**src/design/skt_pkg.sv**
```systemverilog
// skt_pkg: shared types and constants of the SQL keyword tokenizer.
// Token kinds, keyword patterns and the token summary carried between modules.
// No dependencies.
package skt_pkg;

    typedef enum logic [3:0] {
        KIND_SELECT   = 4'd0,
        KIND_FROM     = 4'd1,
        KIND_WHERE    = 4'd2,
        KIND_SEMI     = 4'd3,
        KIND_AND      = 4'd4,
        KIND_OR       = 4'd5,
        KIND_PLUS     = 4'd6,
        KIND_MINUS    = 4'd7,
        KIND_DIVIDE   = 4'd8,
        KIND_ASTERISK = 4'd9,
        KIND_EQUAL    = 4'd10,
        KIND_GREATER  = 4'd11,
        KIND_LESS     = 4'd12,
        KIND_STRING   = 4'd13,
        KIND_COLUMN   = 4'd14
    } kind_t;

    localparam int HEAD_BYTES = 6;
    localparam int N_PATTERNS = 13;

    localparam logic [7:0] CHAR_SPACE   = 8'd32;
    localparam logic [7:0] CHAR_NEWLINE = 8'd10;
    localparam logic [7:0] CHAR_QUOTE   = 8'd39;

    // short_len saturates at 7 for anything longer than the head
    typedef struct packed {
        logic [2:0]                  short_len;
        logic [8*HEAD_BYTES-1:0]     head;
        logic [7:0]                  first_char;
        logic [7:0]                  last_char;
    } tok_sum_t;

    typedef struct packed {
        logic emit;
        logic overflow;
    } tok_evt_t;

    typedef struct packed {
        logic [8*HEAD_BYTES-1:0] head;
        logic [2:0]              len;
        kind_t                   kind;
    } pattern_t;

    // heads are little-endian: first character in the low byte
    localparam pattern_t PATTERNS [N_PATTERNS] = '{
        '{head: 48'h5443454C4553, len: 3'd6, kind: KIND_SELECT},
        '{head: 48'h00004D4F5246, len: 3'd4, kind: KIND_FROM},
        '{head: 48'h004552454857, len: 3'd5, kind: KIND_WHERE},
        '{head: 48'h00000000003B, len: 3'd1, kind: KIND_SEMI},
        '{head: 48'h000000444E41, len: 3'd3, kind: KIND_AND},
        '{head: 48'h00000000524F, len: 3'd2, kind: KIND_OR},
        '{head: 48'h00000000002B, len: 3'd1, kind: KIND_PLUS},
        '{head: 48'h00000000002D, len: 3'd1, kind: KIND_MINUS},
        '{head: 48'h00000000002F, len: 3'd1, kind: KIND_DIVIDE},
        '{head: 48'h00000000002A, len: 3'd1, kind: KIND_ASTERISK},
        '{head: 48'h00000000003D, len: 3'd1, kind: KIND_EQUAL},
        '{head: 48'h00000000003E, len: 3'd1, kind: KIND_GREATER},
        '{head: 48'h00000000003C, len: 3'd1, kind: KIND_LESS}
    };

endpackage

```
**src/design/skt_classify.sv**
```systemverilog
// skt_classify: maps a token summary to its token kind.
// Depends on skt_pkg.
module skt_classify
(
    input  skt_pkg::tok_sum_t sum,
    output skt_pkg::kind_t    kind
);

    logic matched;

    always_comb
    begin
        matched = 1'b0;
        kind    = skt_pkg::KIND_COLUMN;
        for (int p = 0; p < skt_pkg::N_PATTERNS; p++)
        begin
            if (!matched && sum.short_len == skt_pkg::PATTERNS[p].len &&
                sum.head == skt_pkg::PATTERNS[p].head)
            begin
                matched = 1'b1;
                kind    = skt_pkg::PATTERNS[p].kind;
            end
        end
        if (!matched && sum.short_len != 3'd0 &&
            sum.first_char == skt_pkg::CHAR_QUOTE && sum.last_char == skt_pkg::CHAR_QUOTE)
        begin
            kind = skt_pkg::KIND_STRING;
        end
    end

endmodule

```
**src/design/skt_gather.sv**
```systemverilog
// skt_gather: token state (length, head, ends) and the sticky halt flag.
// Flags delimiter and overflow bytes; depends on skt_pkg.
module skt_gather
#(
    parameter int MAX_LEN = 1024
)
(
    input  logic              clk,
    input  logic              rst_n,
    input  logic              step,
    input  logic [7:0]        char_code,
    output skt_pkg::tok_sum_t sum,
    output skt_pkg::tok_evt_t evt
);

    localparam int LEN_W = $clog2(MAX_LEN + 1);
    localparam int HW    = 8 * skt_pkg::HEAD_BYTES;

    logic [LEN_W-1:0] len_reg, len_next;
    logic [HW-1:0]    head_reg, head_next;
    logic [7:0]       first_reg, first_next;
    logic [7:0]       last_reg, last_next;
    logic             halted_reg, halted_next;
    logic             is_delim;
    logic             is_full;

    assign is_delim = (char_code == skt_pkg::CHAR_SPACE) ||
                      (char_code == skt_pkg::CHAR_NEWLINE);
    assign is_full  = (len_reg == LEN_W'(MAX_LEN));

    assign evt.emit     = !halted_reg && (is_delim || is_full);
    assign evt.overflow = !halted_reg && !is_delim && is_full;

    assign sum.short_len  = (len_reg > LEN_W'(6)) ? 3'd7 : len_reg[2:0];
    assign sum.head       = head_reg;
    assign sum.first_char = first_reg;
    assign sum.last_char  = last_reg;

    always_comb
    begin
        len_next    = len_reg;
        head_next   = head_reg;
        first_next  = first_reg;
        last_next   = last_reg;
        halted_next = halted_reg;
        if (step && !halted_reg)
        begin
            if (is_delim)
            begin
                len_next   = '0;
                head_next  = '0;
                first_next = '0;
                last_next  = '0;
            end
            else if (is_full)
            begin
                halted_next = 1'b1;
            end
            else
            begin
                for (int k = 0; k < skt_pkg::HEAD_BYTES; k++)
                begin
                    if (len_reg == LEN_W'(k))
                        head_next[8*k +: 8] = char_code;
                end
                if (len_reg == '0)
                    first_next = char_code;
                last_next = char_code;
                len_next  = len_reg + LEN_W'(1);
            end
        end
    end

    always_ff @(posedge clk or negedge rst_n)
    begin
        if (!rst_n)
        begin
            len_reg    <= '0;
            head_reg   <= '0;
            first_reg  <= '0;
            last_reg   <= '0;
            halted_reg <= 1'b0;
        end
        else
        begin
            len_reg    <= len_next;
            head_reg   <= head_next;
            first_reg  <= first_next;
            last_reg   <= last_next;
            halted_reg <= halted_next;
        end
    end

`ifndef SYNTHESIS
    a_halt_sticky: assert property (@(posedge clk) disable iff (!rst_n)
        halted_reg |=> halted_reg)
        else $error("halt flag cleared without reset");

    a_len_bound: assert property (@(posedge clk) disable iff (!rst_n)
        len_reg <= LEN_W'(MAX_LEN))
        else $error("token length beyond limit");
`endif

endmodule

```
**src/design/sql_keyword_tokenizer.sv**
```systemverilog
// sql_keyword_tokenizer: top level; input byte register, token gatherer,
// classifier and result register. Depends on skt_pkg, skt_gather, skt_classify.
//
// Takes one byte of query text per cycle and emits one token kind at each space
// or newline, or one overflow result when a token passes MAX_LEN bytes, after
// which all bytes are swallowed until reset. A byte is registered, then handled
// against the token registers; its result is registered in the output register
// in the cycle after it is handled. Throughput is one byte per cycle: input
// stalls only when a delimiter or overflow byte waits while the result register
// is held.
module sql_keyword_tokenizer
#(
    parameter int MAX_LEN = 1024
)
(
    input  logic       clk,
    input  logic       rst_n,
    input  logic       s_axis_tvalid,
    output logic       s_axis_tready,
    input  logic [7:0] s_axis_tdata,   // [7:0] char_code
    output logic       m_axis_tvalid,
    input  logic       m_axis_tready,
    output logic [7:0] m_axis_tdata,   // [3:0] token_kind, [7:4] zero
    output logic [0:0] m_axis_tuser    // [0] overflow_error
);

    logic              in_valid_reg, in_valid_next;
    logic [7:0]        in_char_reg, in_char_next;
    logic              out_valid_reg, out_valid_next;
    skt_pkg::kind_t    out_kind_reg, out_kind_next;
    logic              out_ovf_reg, out_ovf_next;
    logic              step;
    logic              load_out;
    skt_pkg::tok_sum_t sum;
    skt_pkg::tok_evt_t evt;
    skt_pkg::kind_t    kind;

    skt_gather #(.MAX_LEN(MAX_LEN)) u_gather
    (
        .clk       (clk),
        .rst_n     (rst_n),
        .step      (step),
        .char_code (in_char_reg),
        .sum       (sum),
        .evt       (evt)
    );

    skt_classify u_classify
    (
        .sum  (sum),
        .kind (kind)
    );

    assign step     = in_valid_reg && (!evt.emit || !out_valid_reg || m_axis_tready);
    assign load_out = step && evt.emit;

    assign s_axis_tready = !in_valid_reg || step;

    always_comb
    begin
        in_valid_next  = in_valid_reg;
        in_char_next   = in_char_reg;
        out_valid_next = out_valid_reg && !m_axis_tready;
        out_kind_next  = out_kind_reg;
        out_ovf_next   = out_ovf_reg;
        if (s_axis_tready)
        begin
            in_valid_next = s_axis_tvalid;
            in_char_next  = s_axis_tdata;
        end
        if (load_out)
        begin
            out_valid_next = 1'b1;
            out_ovf_next   = evt.overflow;
            out_kind_next  = evt.overflow ? skt_pkg::KIND_SELECT : kind;
        end
    end

    always_ff @(posedge clk or negedge rst_n)
    begin
        if (!rst_n)
        begin
            in_valid_reg  <= 1'b0;
            out_valid_reg <= 1'b0;
        end
        else
        begin
            in_valid_reg  <= in_valid_next;
            out_valid_reg <= out_valid_next;
        end
    end

    always_ff @(posedge clk)
    begin
        in_char_reg  <= in_char_next;
        out_kind_reg <= out_kind_next;
        out_ovf_reg  <= out_ovf_next;
    end

    assign m_axis_tvalid   = out_valid_reg;
    assign m_axis_tdata    = {4'b0000, out_kind_reg};
    assign m_axis_tuser[0] = out_ovf_reg;

`ifndef SYNTHESIS
    a_load_shows: assert property (@(posedge clk) disable iff (!rst_n)
        load_out |=> out_valid_reg)
        else $error("result request lost");

    a_ovf_kind: assert property (@(posedge clk) disable iff (!rst_n)
        out_valid_reg && out_ovf_reg |-> out_kind_reg == skt_pkg::KIND_SELECT)
        else $error("overflow result carries a token kind");

    a_no_overwrite: assert property (@(posedge clk) disable iff (!rst_n)
        load_out && out_valid_reg |-> m_axis_tready)
        else $error("pending result overwritten");
`endif

endmodule

```
**config.mk**
```make
export PLATFORM = sky130hd
export DESIGN_NAME = sql_keyword_tokenizer
export DESIGN_NICKNAME = d
export VERILOG_FILES = /design/src/design/skt_pkg.sv /design/src/design/skt_classify.sv /design/src/design/skt_gather.sv /design/src/design/sql_keyword_tokenizer.sv
export SDC_FILE = /design/constraint.sdc
export NUM_CORES = 1
export LEC_CHECK = 0
export ABC_AREA = 1
export BUFFER_PORTS_ARGS = -buffer_cell sky130_fd_sc_hd__buf_2
export CAP_MARGIN = 15
export CORE_MARGIN = 3
export CORE_UTILIZATION = 37
export CTS_BUF_LIST = sky130_fd_sc_hd__clkbuf_4 sky130_fd_sc_hd__clkbuf_8 sky130_fd_sc_hd__clkbuf_16
export CTS_CLUSTER_DIAMETER = 40
export DETAILED_ROUTE_END_ITERATION = 16
export PLACE_DENSITY = 0.5
export RECOVER_POWER = 50
export SLEW_MARGIN = 20
export SYNTH_ARGS = -nofsm -noshare
export SYNTH_HDL_FRONTEND = slang
export SYNTH_HIERARCHICAL = 1
export SYNTH_SLANG_ARGS = --single-unit
```
**constraint.sdc**
```tcl
create_clock -name clk -period 4 [get_ports clk]
set_input_delay 0.4 -clock clk [delete_from_list [all_inputs] [get_ports clk]]
set_output_delay 0.4 -clock clk [all_outputs]
set_load 0.05 [all_outputs]
```
=== Word level (Yosys, flattened, before mapping) ===
Cells that the tools add are included.

* Register bits: 91
* Output and inout bits: 11

* Eq/ne operators: 30
* $add $sub $neg: 1
* Bitwise logic cells: 1
* Mux-type cells: 43
* Reduce and logical (&&, ||, !) cells: 76
* Order comparisons: 1

{| class="wikitable"
|+ Operators by type and width
! operator !! count
|-
| 48-bit by 6-bit == test with 1-bit output, second input constant || 8
|-
| 48-bit 2-to-1 mux || 2
|-
| 8-bit 2-to-1 mux || 10
|-
| 4-bit 2-to-1 mux || 14
|-
| 48-bit by 15-bit == test with 1-bit output, second input constant || 1
|-
| 48-bit by 23-bit == test with 1-bit output, second input constant || 1
|-
| 48-bit by 31-bit == test with 1-bit output, second input constant || 1
|-
| 48-bit by 39-bit == test with 1-bit output, second input constant || 1
|-
| 48-bit by 47-bit == test with 1-bit output, second input constant || 1
|-
| 1-bit logical AND || 35
|-
| 8-bit by 6-bit == test with 1-bit output, second input constant || 3
|-
| 11-bit by 2-bit == test with 1-bit output, second input constant || 2
|-
| 11-bit by 3-bit == test with 1-bit output, second input constant || 2
|-
| 11-bit 2-to-1 mux || 2
|-
| 3-bit AND reduction || 7
|-
| 1-bit logical NOT || 19
|-
| 1-bit 2-to-1 mux || 14
|-
| 2-bit nonzero test || 6
|-
| 11-bit by 1-bit adder with 11-bit output, second input constant || 1
|-
| 11-bit by 1-bit == test with 1-bit output, second input constant || 1
|-
| 11-bit == test, second input constant || 1
|-
| 11-bit by 3-bit > comparator with 1-bit output, second input constant || 1
|-
| 11-bit logical NOT || 1
|-
| 3-bit == test, second input constant || 3
|-
| 10 further kinds || 15
|}

=== Longest topological paths before layout ===
Gate-level depths: netlist of run 1.

* Word-level depth: 58
* Gate-level depth with buffers: 23

=== By module ===
The synthesis of run 1 kept the hierarchy.

{| class="wikitable"
|+ Modules (own cells, without submodules)
! module !! instances !! cells an instance !! area each (um^2)
|-
| skt_gather || 1 || 438 || 3394.5
|-
| skt_classify || 1 || 229 || 980.9
|-
| sql_keyword_tokenizer || 1 || 41 || 564.3
|}

=== Least setup slack after synthesis of run 1 ===
OpenSTA, ideal clock, no wires.

* Path type: flip-flop to flip-flop
* Start: register u_gather.len_reg[8]
* End: register out_kind_reg[0] (data pin)
* Setup slack: 1.471 ns
* Clock period less this slack: 2.529 ns
* Required time: 3.738 ns
* Path buffers: 0
* Data arrival time: 2.267 ns
* Cell stages (with the launch flop): 18
* Cell sequence: dfrtp_1 -> nor2_1 -> nand2_1 -> inv_1 -> nand3_1 -> o21ai_0 -> nand2_1 -> inv_1 -> nand3_1 -> nor2_1 -> inv_1 -> or4_1 -> nand2_1 -> inv_1 -> nand4_2 -> nand3_1 -> inv_1 -> nor2_1

{| class="wikitable"
|+ RTL lines
! element !! line !! text
|-
| start, declared || skt_gather.sv:19 || <nowiki>logic [LEN_W-1:0] len_reg, len_next;</nowiki>
|-
| start signal, assigned || skt_gather.sv:86 || <nowiki>len_reg <= len_next;</nowiki>
|-
| end signal, assigned || sql_keyword_tokenizer.sv:96 || <nowiki>out_kind_reg <= out_kind_next;</nowiki>
|-
| end, declared || sql_keyword_tokenizer.sv:30 || <nowiki>skt_pkg::kind_t out_kind_reg, out_kind_next;</nowiki>
|}

==> flow_metrics.tcl, run 1 <==
set metrics [dict create \
    area_growth_pct 10.5 \
    core_area_um2 12800 \
    crit_path_start_kind "flip-flop" \
    synth_xor_area_share_pct 0.532 \
    die_w_um 122 \
    p_per_area_nw_per_um2 629 \
    start_util_pct 38.5 \
    finClkSkew_ps 6.34 \
    setup_tns_ps 0 \
    routed-via-count 4387 \
    status "complete, but fails checks" \
    cts_sinks 83 \
    drtPass1Iterations 5 \
    ys_warn_count 6 \
    combPwrFrac_pct 29.5 \
    largest_reg_flops 48 \
    cts.path.max_buffers 2 \
    r2r_slack_ps 880 \
    cts-root-buf "clkbuf_16" \
    n_antenna_cell 0 \
    worst_slack_ps 837 \
    overflow 0 \
    max_cap_viol_count 1 \
    dp_hpwl_um 9760 \
    max-vdd-ir-drop_v 0.000266 \
    timing.final.crit_share_pct 79.1 \
    synth_area_per_cell_um2 6.98 \
    total_power_mw 3.43 \
    worstHoldPathCells 1 \
    port_buffers 18 \
    antenna_left 0 \
    synth.area.top_cells "dfrtp_1 (35%), nand2_1 (19%), nand3_1 (9.0%), edfxtp_1 (7.9%), nor2_1 (7.9%)" \
    synth-edff-count 13 \
    syn-instance-count 708 \
    leakage_nw 2.80 \
    die_h_um 122 \
    critical-path-max-stage-delay_ps 610 \
    clockPowerShare_pct 28.6 \
    report.final.slew_viol_count 41 \
    maxSlewHeadroom_pct -49.2 \
    cpMostUsedCell "nor2_1" \
    finalNetCount 733 \
    place_congestion 0.872 \
    muxShareOfSynthArea_pct 0 \
    worst_r2r_endpoint "u_gather/head_reg[14]$_DFFE_PN0P_" \
    critPathBufInv 2 \
    reg2reg_depth 16 \
    clkTransAtPathRegs_ps 60 \
    async_flop_share_pct 84.3 \
    synth_top_family_by_area "simple AND/OR/NAND/NOR gates" \
    synth_top_area_share_pct 35.5 \
    clk_latency_ps 340 \
    grt_max_degree 41 \
    place_inst 878 \
    die_area_um2 14800 \
    yosys.area_share.simple_pct 43.4 \
    hp-start "s_axis_tdata[0]" \
    layout_min_cycle_time_ps 3160 \
    yosys_most_used_dff "dfrtp_1" \
    grt_pass1_wl_um 21600 \
    grt_pass1_vias 4228 \
    seqPwrFrac_pct 41.8 \
    path_cells "inv_2, nand2_1, nor2_1, nand2_2, nand2_4, nor2_2, nor2_1, nand4_1, buf_2" \
    cpMaxStageDelayCell "edfxtp_1" \
    critPathRequiredTime_ps 3600 \
    ys_seq_elements 83 \
    cp_max_fo 10 \
    antenna_found_initial 0 \
    rr_startpoint "in_char_reg[6]$_DFFE_PP_" \
    core.rowCount 41 \
    violations "capacitance limit, slew limit" \
    fmax_mhz 316 \
    critical_path_class "reg2out" \
    critPathTopFamily "simple AND/OR/NAND/NOR gates" \
    synth_compound_area_share_pct 1.04 \
    synth-seq-area-share_pct 43.4 \
    stdcell_area_um2 5460 \
    place_ws_ps 919 \
    hp-class "in2reg" \
    routed_via_density 4.91 \
    finalHoldViolCount 0 \
    post_cts_buffers 0 \
    drc 0 \
    placed_area_um2 5120 \
    routed_wl_um 12900 \
    worst_slew_pin_slew_ps 2240 \
    internal_power_mw 2.10 \
    endpoint_kind "output port" \
    drive_above_1_share_pct 9.14 \
    drt_iter0_markers 285 \
    swShare_pct 38.9 \
    synthAdderAreaFrac_pct 1.01 \
    ios 23 \
    crit_arrival_ps 2760 \
    synth.distinct_cells 35 \
    post_cts_resized 0 \
    htree_levels 3 \
    grt_usage_pct 19.0 \
    yosysTopAreaCell "dfrtp_1" \
    power.switching_mw 1.33 \
    cts_tree "built" \
    ctsHoldBuffers 0 \
    cts_buffers 9 \
    final_cells 894 \
    setup_violations 0 \
    netlist_area_um2 4940 \
    hold_path_end "in_char_reg[0]$_DFFE_PP_" \
    wire_per_inst_um 14.5 \
    grt_setup_unrepaired "no" \
]
-- worst max-delay path by stage --
stage                                     from                           endpoint  depth (start not counted)
2_1_floorplan  u_gather/len_reg[8]$_DFFE_PN0P_      out_kind_reg[0]$_SDFFCE_PP0P_                         17
3_3_place_gp          in_char_reg[7]$_DFFE_PP_   u_gather/head_reg[9]$_DFFE_PN0P_                         16
3_5_place_dp          in_char_reg[7]$_DFFE_PP_  u_gather/head_reg[17]$_DFFE_PN0P_                         16
4_1_cts               in_char_reg[7]$_DFFE_PP_  u_gather/head_reg[17]$_DFFE_PN0P_                         16
5_1_grt               in_char_reg[0]$_DFFE_PP_   u_gather/head_reg[4]$_DFFE_PN0P_                         16
6_report              in_char_reg[6]$_DFFE_PP_                      s_axis_tready                          9
-- placed cells by master (no fill, tap or decap), types with 2 or more instances in the layout --
cell type	n
o21ai_0	2
nor2_2	7
buf_2	11
bufinv_16	3
xor2_1	3
nand3_1	89
nand4_1	14
nand2_1	249
clkbuf_16	9
nor2_1	103
nand2_4	2
inv_1	76
nor3_1	7
conb_1	4
dfrtp_1	70
nor4_1	2
nand3_2	7
inv_2	11
inv_6	2
nand2_2	3
o21bai_1	3
edfxtp_1	13
nor2_4	3
buf_4	3
ha_1	4
clkbuf_1	7
-- cell type report --
cell class	count	area [um^2]
fillers	1383	7360
multi-input cells	512	2290
flip-flops and latches	83	2140
inverters	88	330
clock buffers	11	246
well taps	172	215
repair buffers	23	129
clock inverters	5	108
-- per-layer routing --
layer  part of all wire (%)  vias to the layer above  global-route usage (%)  wire length (um)
li1                       -                     2206                       -                 -
met4                    3.2                        0                    9.17               414
met1                     46                     2027                    25.2              5970
met3                    4.3                       26                    2.46               556
met2                     46                      128                    30.7              5980
met5                      0                        -                       0                 0
-- cells in the mapped netlist, types with 2 or more instances --
| library cell | number |
|---|---|
| o21ai_0 | 2 |
| inv_1 | 76 |
| nand3_2 | 7 |
| nand2_1 | 249 |
| nor4_1 | 2 |
| clkbuf_1 | 7 |
| edfxtp_1 | 13 |
| nand2_2 | 3 |
| buf_6 | 3 |
| dfrtp_1 | 70 |
| buf_2 | 2 |
| nor2_2 | 7 |
| xor2_1 | 3 |
| nor2_1 | 104 |
| nor3_1 | 7 |
| nand3_1 | 89 |
| nand4_2 | 2 |
| nor2_4 | 2 |
| o21bai_1 | 3 |
| ha_1 | 4 |
| buf_4 | 16 |
| nand4_1 | 13 |
| inv_2 | 11 |
| nand2_4 | 2 |
-- logic make-up (layout without fill, tap and decap cells) --
logic type | count (synthesis) | after routing
other | 1 | 4
and+or+nand+nor | 493 | 493
AOI/OAI and AO/OA | 8 | 8
DFF | 83 | 83
buffers and inverters | 116 | 127
xor gates and xnor gates | 3 | 3
adders and majority gates | 4 | 4
-- power by group through the flow --
stage	clock (mW)	combinational, mW	sequential (mW)
2_1_floorplan	0	0.874	1.31
3_3_place_gp	0	0.995	1.45
6_report	0.982	1.01	1.44
4_1_cts	1.01	1.01	1.44
3_5_place_dp	0	1.01	1.45
5_1_grt	1.04	1.18	1.48
-- per-stage QoR --
step	hold WS [ps]	util, %
finish	230	42.6
global route	218	42.6
CTS	215	42.7
detailed placement	460	40.0
global placement	455	40.0
floorplan	104	-
Note: power is estimated with default switching activity, not from simulation.
==> run 2, diff against run 1 <==
ABC_AREA = 0   (was 1)
PLACE_DENSITY = 0.52   (was 0.5)
clock period = 2.7 ns   (was 4 ns; I/O delays follow)
==> run 2 against run 1 <==
- the run ends with capacitance limit, slew limit, setup timing left
- final cell count fell by 29%
- routed wire length fell by 2.7%
- sequential power rose by 5%
- total power rose by 1.9%
- final area rose by 6.9%
- first-iteration DRC count fell by 44%
- sequential share of layout area fell by 2.5 points
==> flow_metrics.tcl, run 2 <==
set metrics [dict create \
    status "complete, but fails checks" \
    violations "capacitance limit, slew limit, setup timing" \
    yosys_most_used_dff "dfrtp_1" \
    drc 0 \
    synth_common_cells "dfrtp_1 (70), mux2_2 (20), nand2_1 (19)" \
    routed_via_density 5.73 \
    register_area_um2 2140 \
    endpoint_kind "flip-flop" \
    worstHoldPathCells 1 \
    p_per_area_nw_per_um2 599 \
    cts_buffers 9 \
    core_area_um2 11700 \
    synth.distinct_cells 76 \
    die_h_um 116 \
    largest_reg_flops 48 \
    final_common_cell "buf_4" \
    yosysTopAreaCell "dfrtp_1" \
    antenna_found_initial 0 \
    port_buffers 18 \
    n_antenna_cell 0 \
    cts.path.max_buffers 2 \
    ys_warn_count 6 \
    netlist_area_um2 4500 \
    async_flop_share_pct 84.3 \
    ios 23 \
    cts_tree "built" \
    dp_hpwl_um 9100 \
    hp-start "s_axis_tdata[4]" \
    wire_per_inst_um 19.7 \
    drtPass1Iterations 4 \
    cts-root-buf "clkbuf_16" \
    clk_latency_ps 340 \
    yosysMostFrequentCell "dfrtp_1" \
    place_congestion 0.886 \
    report.final.slew_viol_count 71 \
    max-vdd-ir-drop_v 0.000506 \
    cp_max_fo 4 \
    finalNetCount 507 \
    hold_path_end "in_char_reg[4]$_DFFE_PP_" \
    maxSlewHeadroom_pct -16.3 \
    synth-edff-count 13 \
    hp-class "in2reg" \
    overflow 0 \
    start_util_pct 38.6 \
    final_cell_mix "buf_4 (84), dfrtp_1 (70), mux2_2 (20), buf_2 (18), a32o_1 (18)" \
    die_w_um 116 \
    multi_input_area_um2 2370 \
    max_cap_viol_count 1 \
    grt_pass1_wl_um 20100 \
    critPathRequiredTime_ps 2780 \
    worst_r2r_endpoint "out_kind_reg[0]$_SDFFCE_PP0P_" \
    finClkSkew_ps 6.64 \
    setup_violations 25 \
    grt_max_degree 71 \
    synth.area.top_cells "dfrtp_1 (39%), edfxtp_1 (8.7%), mux2_2 (5.0%), a32o_1 (4.0%), buf_4 (2.2%)" \
    timing.final.crit_share_pct 108 \
    core.rowCount 39 \
    syn-instance-count 401 \
    drive_above_1_share_pct 39.8 \
    routed-via-count 3657 \
    critical_path_class "reg2reg" \
    antenna_left 0 \
    synth-seq-area-share_pct 47.6 \
    worst_slack_ps -204 \
    r2r_slack_ps -200 \
    leakage_nw 2.49 \
    crit_arrival_ps 2980 \
    grt_usage_pct 19.8 \
    layout_min_cycle_time_ps 2900 \
    htree_levels 3 \
    cts_sinks 83 \
    fillCellCount 1066 \
    rr_startpoint "u_gather/len_reg[5]$_DFFE_PN0P_" \
    die_area_um2 13500 \
    ys_seq_elements 83 \
    reg2reg_depth 11 \
    total_power_mw 3.50 \
    grt_pass1_vias 3677 \
    clkTransAtPathRegs_ps 60 \
    drt_iter0_markers 161 \
    worst_slew_pin_slew_ps 1740 \
    fin_util_pct 50.1 \
    grt_setup_unrepaired "yes" \
    routed_wl_um 12600 \
    finalHoldViolCount 0 \
    synth_area_per_cell_um2 11.2 \
    crit_path_start_kind "flip-flop" \
    synth_top_area_share_pct 39.0 \
    fmax_mhz 344 \
    area_growth_pct 29.9 \
]
[run 2: metal layers]
metal,GRT usage [%],share of wire [%],vias to the layer above
met5,0,0,-
met4,6.88,2.1,0
met3,5.23,4.3,18
met2,31.9,49,92
met1,25.8,45,1802
li1,-,-,1745
[run 2: worst max-delay path, cell delays in order, from the launching register on]
cell and delay, ps:
dfrtp_1 400, nor4_4 310, nand2_2 100, or4_4 460, buf_6 140, nand4b_1 200
nor4_2 270, nand2_1 120, a21o_2 220, or2b_4 210, o221ai_2 70, nor2b_1 130
[run 2: layout make-up]
class	count	area share [%]
Inverter	13	0.836
Tap cell	143	3.06
Sequential cell	83	36.7
Multi-Input combinational cell	277	40.5
Timing Repair Buffer	107	13.5
Clock buffer	14	4.91
Clock inverter	1	0.514
[run 2: kinds of logic (layout without fill, tap and decap cells)]
kind of cell | count (synthesis) | count (layout) | share of synthesized area [%]
mux | 24 | 24 | 5.90
xor+xnor | 1 | 1 | 0.195
compound gates | 91 | 91 | 17.3
simple gates | 153 | 153 | 22.5
fa+ha+maj | 4 | 4 | 1.11
buf+inv | 44 | 135 | 5.26
flops | 83 | 83 | 47.6
other cells | 1 | 4 | 0.0834
[run 2: worst max-delay path by stage]
stage	from	slack, ps	to	depth (start not counted)
finish	u_gather/len_reg[5]$_DFFE_PN0P_	-200	out_kind_reg[0]$_SDFFCE_PP0P_	11
global route	u_gather/len_reg[5]$_DFFE_PN0P_	-360	out_kind_reg[0]$_SDFFCE_PP0P_	11
CTS	u_gather/len_reg[5]$_DFFE_PN0P_	-130	out_kind_reg[1]$_SDFFCE_PP0P_	10
detailed placement	u_gather/len_reg[7]$_DFFE_PN0P_	-210	out_kind_reg[1]$_SDFFCE_PP0P_	10
global placement	u_gather/len_reg[7]$_DFFE_PN0P_	-170	out_kind_reg[0]$_SDFFCE_PP0P_	10
floorplan	u_gather/len_reg[7]$_DFFE_PN0P_	-90	out_kind_reg[1]$_SDFFCE_PP0P_	10
[run 2: through the flow]
| step | setup slack [ps] | cell area, um^2 | TNS, ps | instances | hold WS [ps] |
|---|---|---|---|---|---|
| 6_report | -204 | 5840 | -2610 | 638 | 103 |
| 5_1_grt | -358 | 5840 | -5730 | 638 | 86.5 |
| 4_1_cts | -131 | 5740 | -1200 | 633 | 89.0 |
| 3_5_place_dp | -209 | 5210 | -2560 | 603 | 330 |
| 3_3_place_gp | -171 | 5210 | -2170 | 603 | 319 |
| 2_1_floorplan | -90.7 | 4590 | -160 | 404 | -25.6 |
[run 2: timing repair]
action / in CTS / in global routing
hold buffers: 1 / 0
setup endpoints to repair: 36 / 48
pin swaps: 5 / 5
hold endpoints to repair: 70 / 0
buffers inserted: 14 / 5
gates resized for setup: 17 / 16
[run 2: where the power goes]
part	total, mW	leakage [nW]	internal (mW)	switching (mW)
Sequential	1.51	1.03	1.39	0.114
Combinational	0.704	1.30	0.322	0.381
Clock	1.29	0.158	0.824	0.465
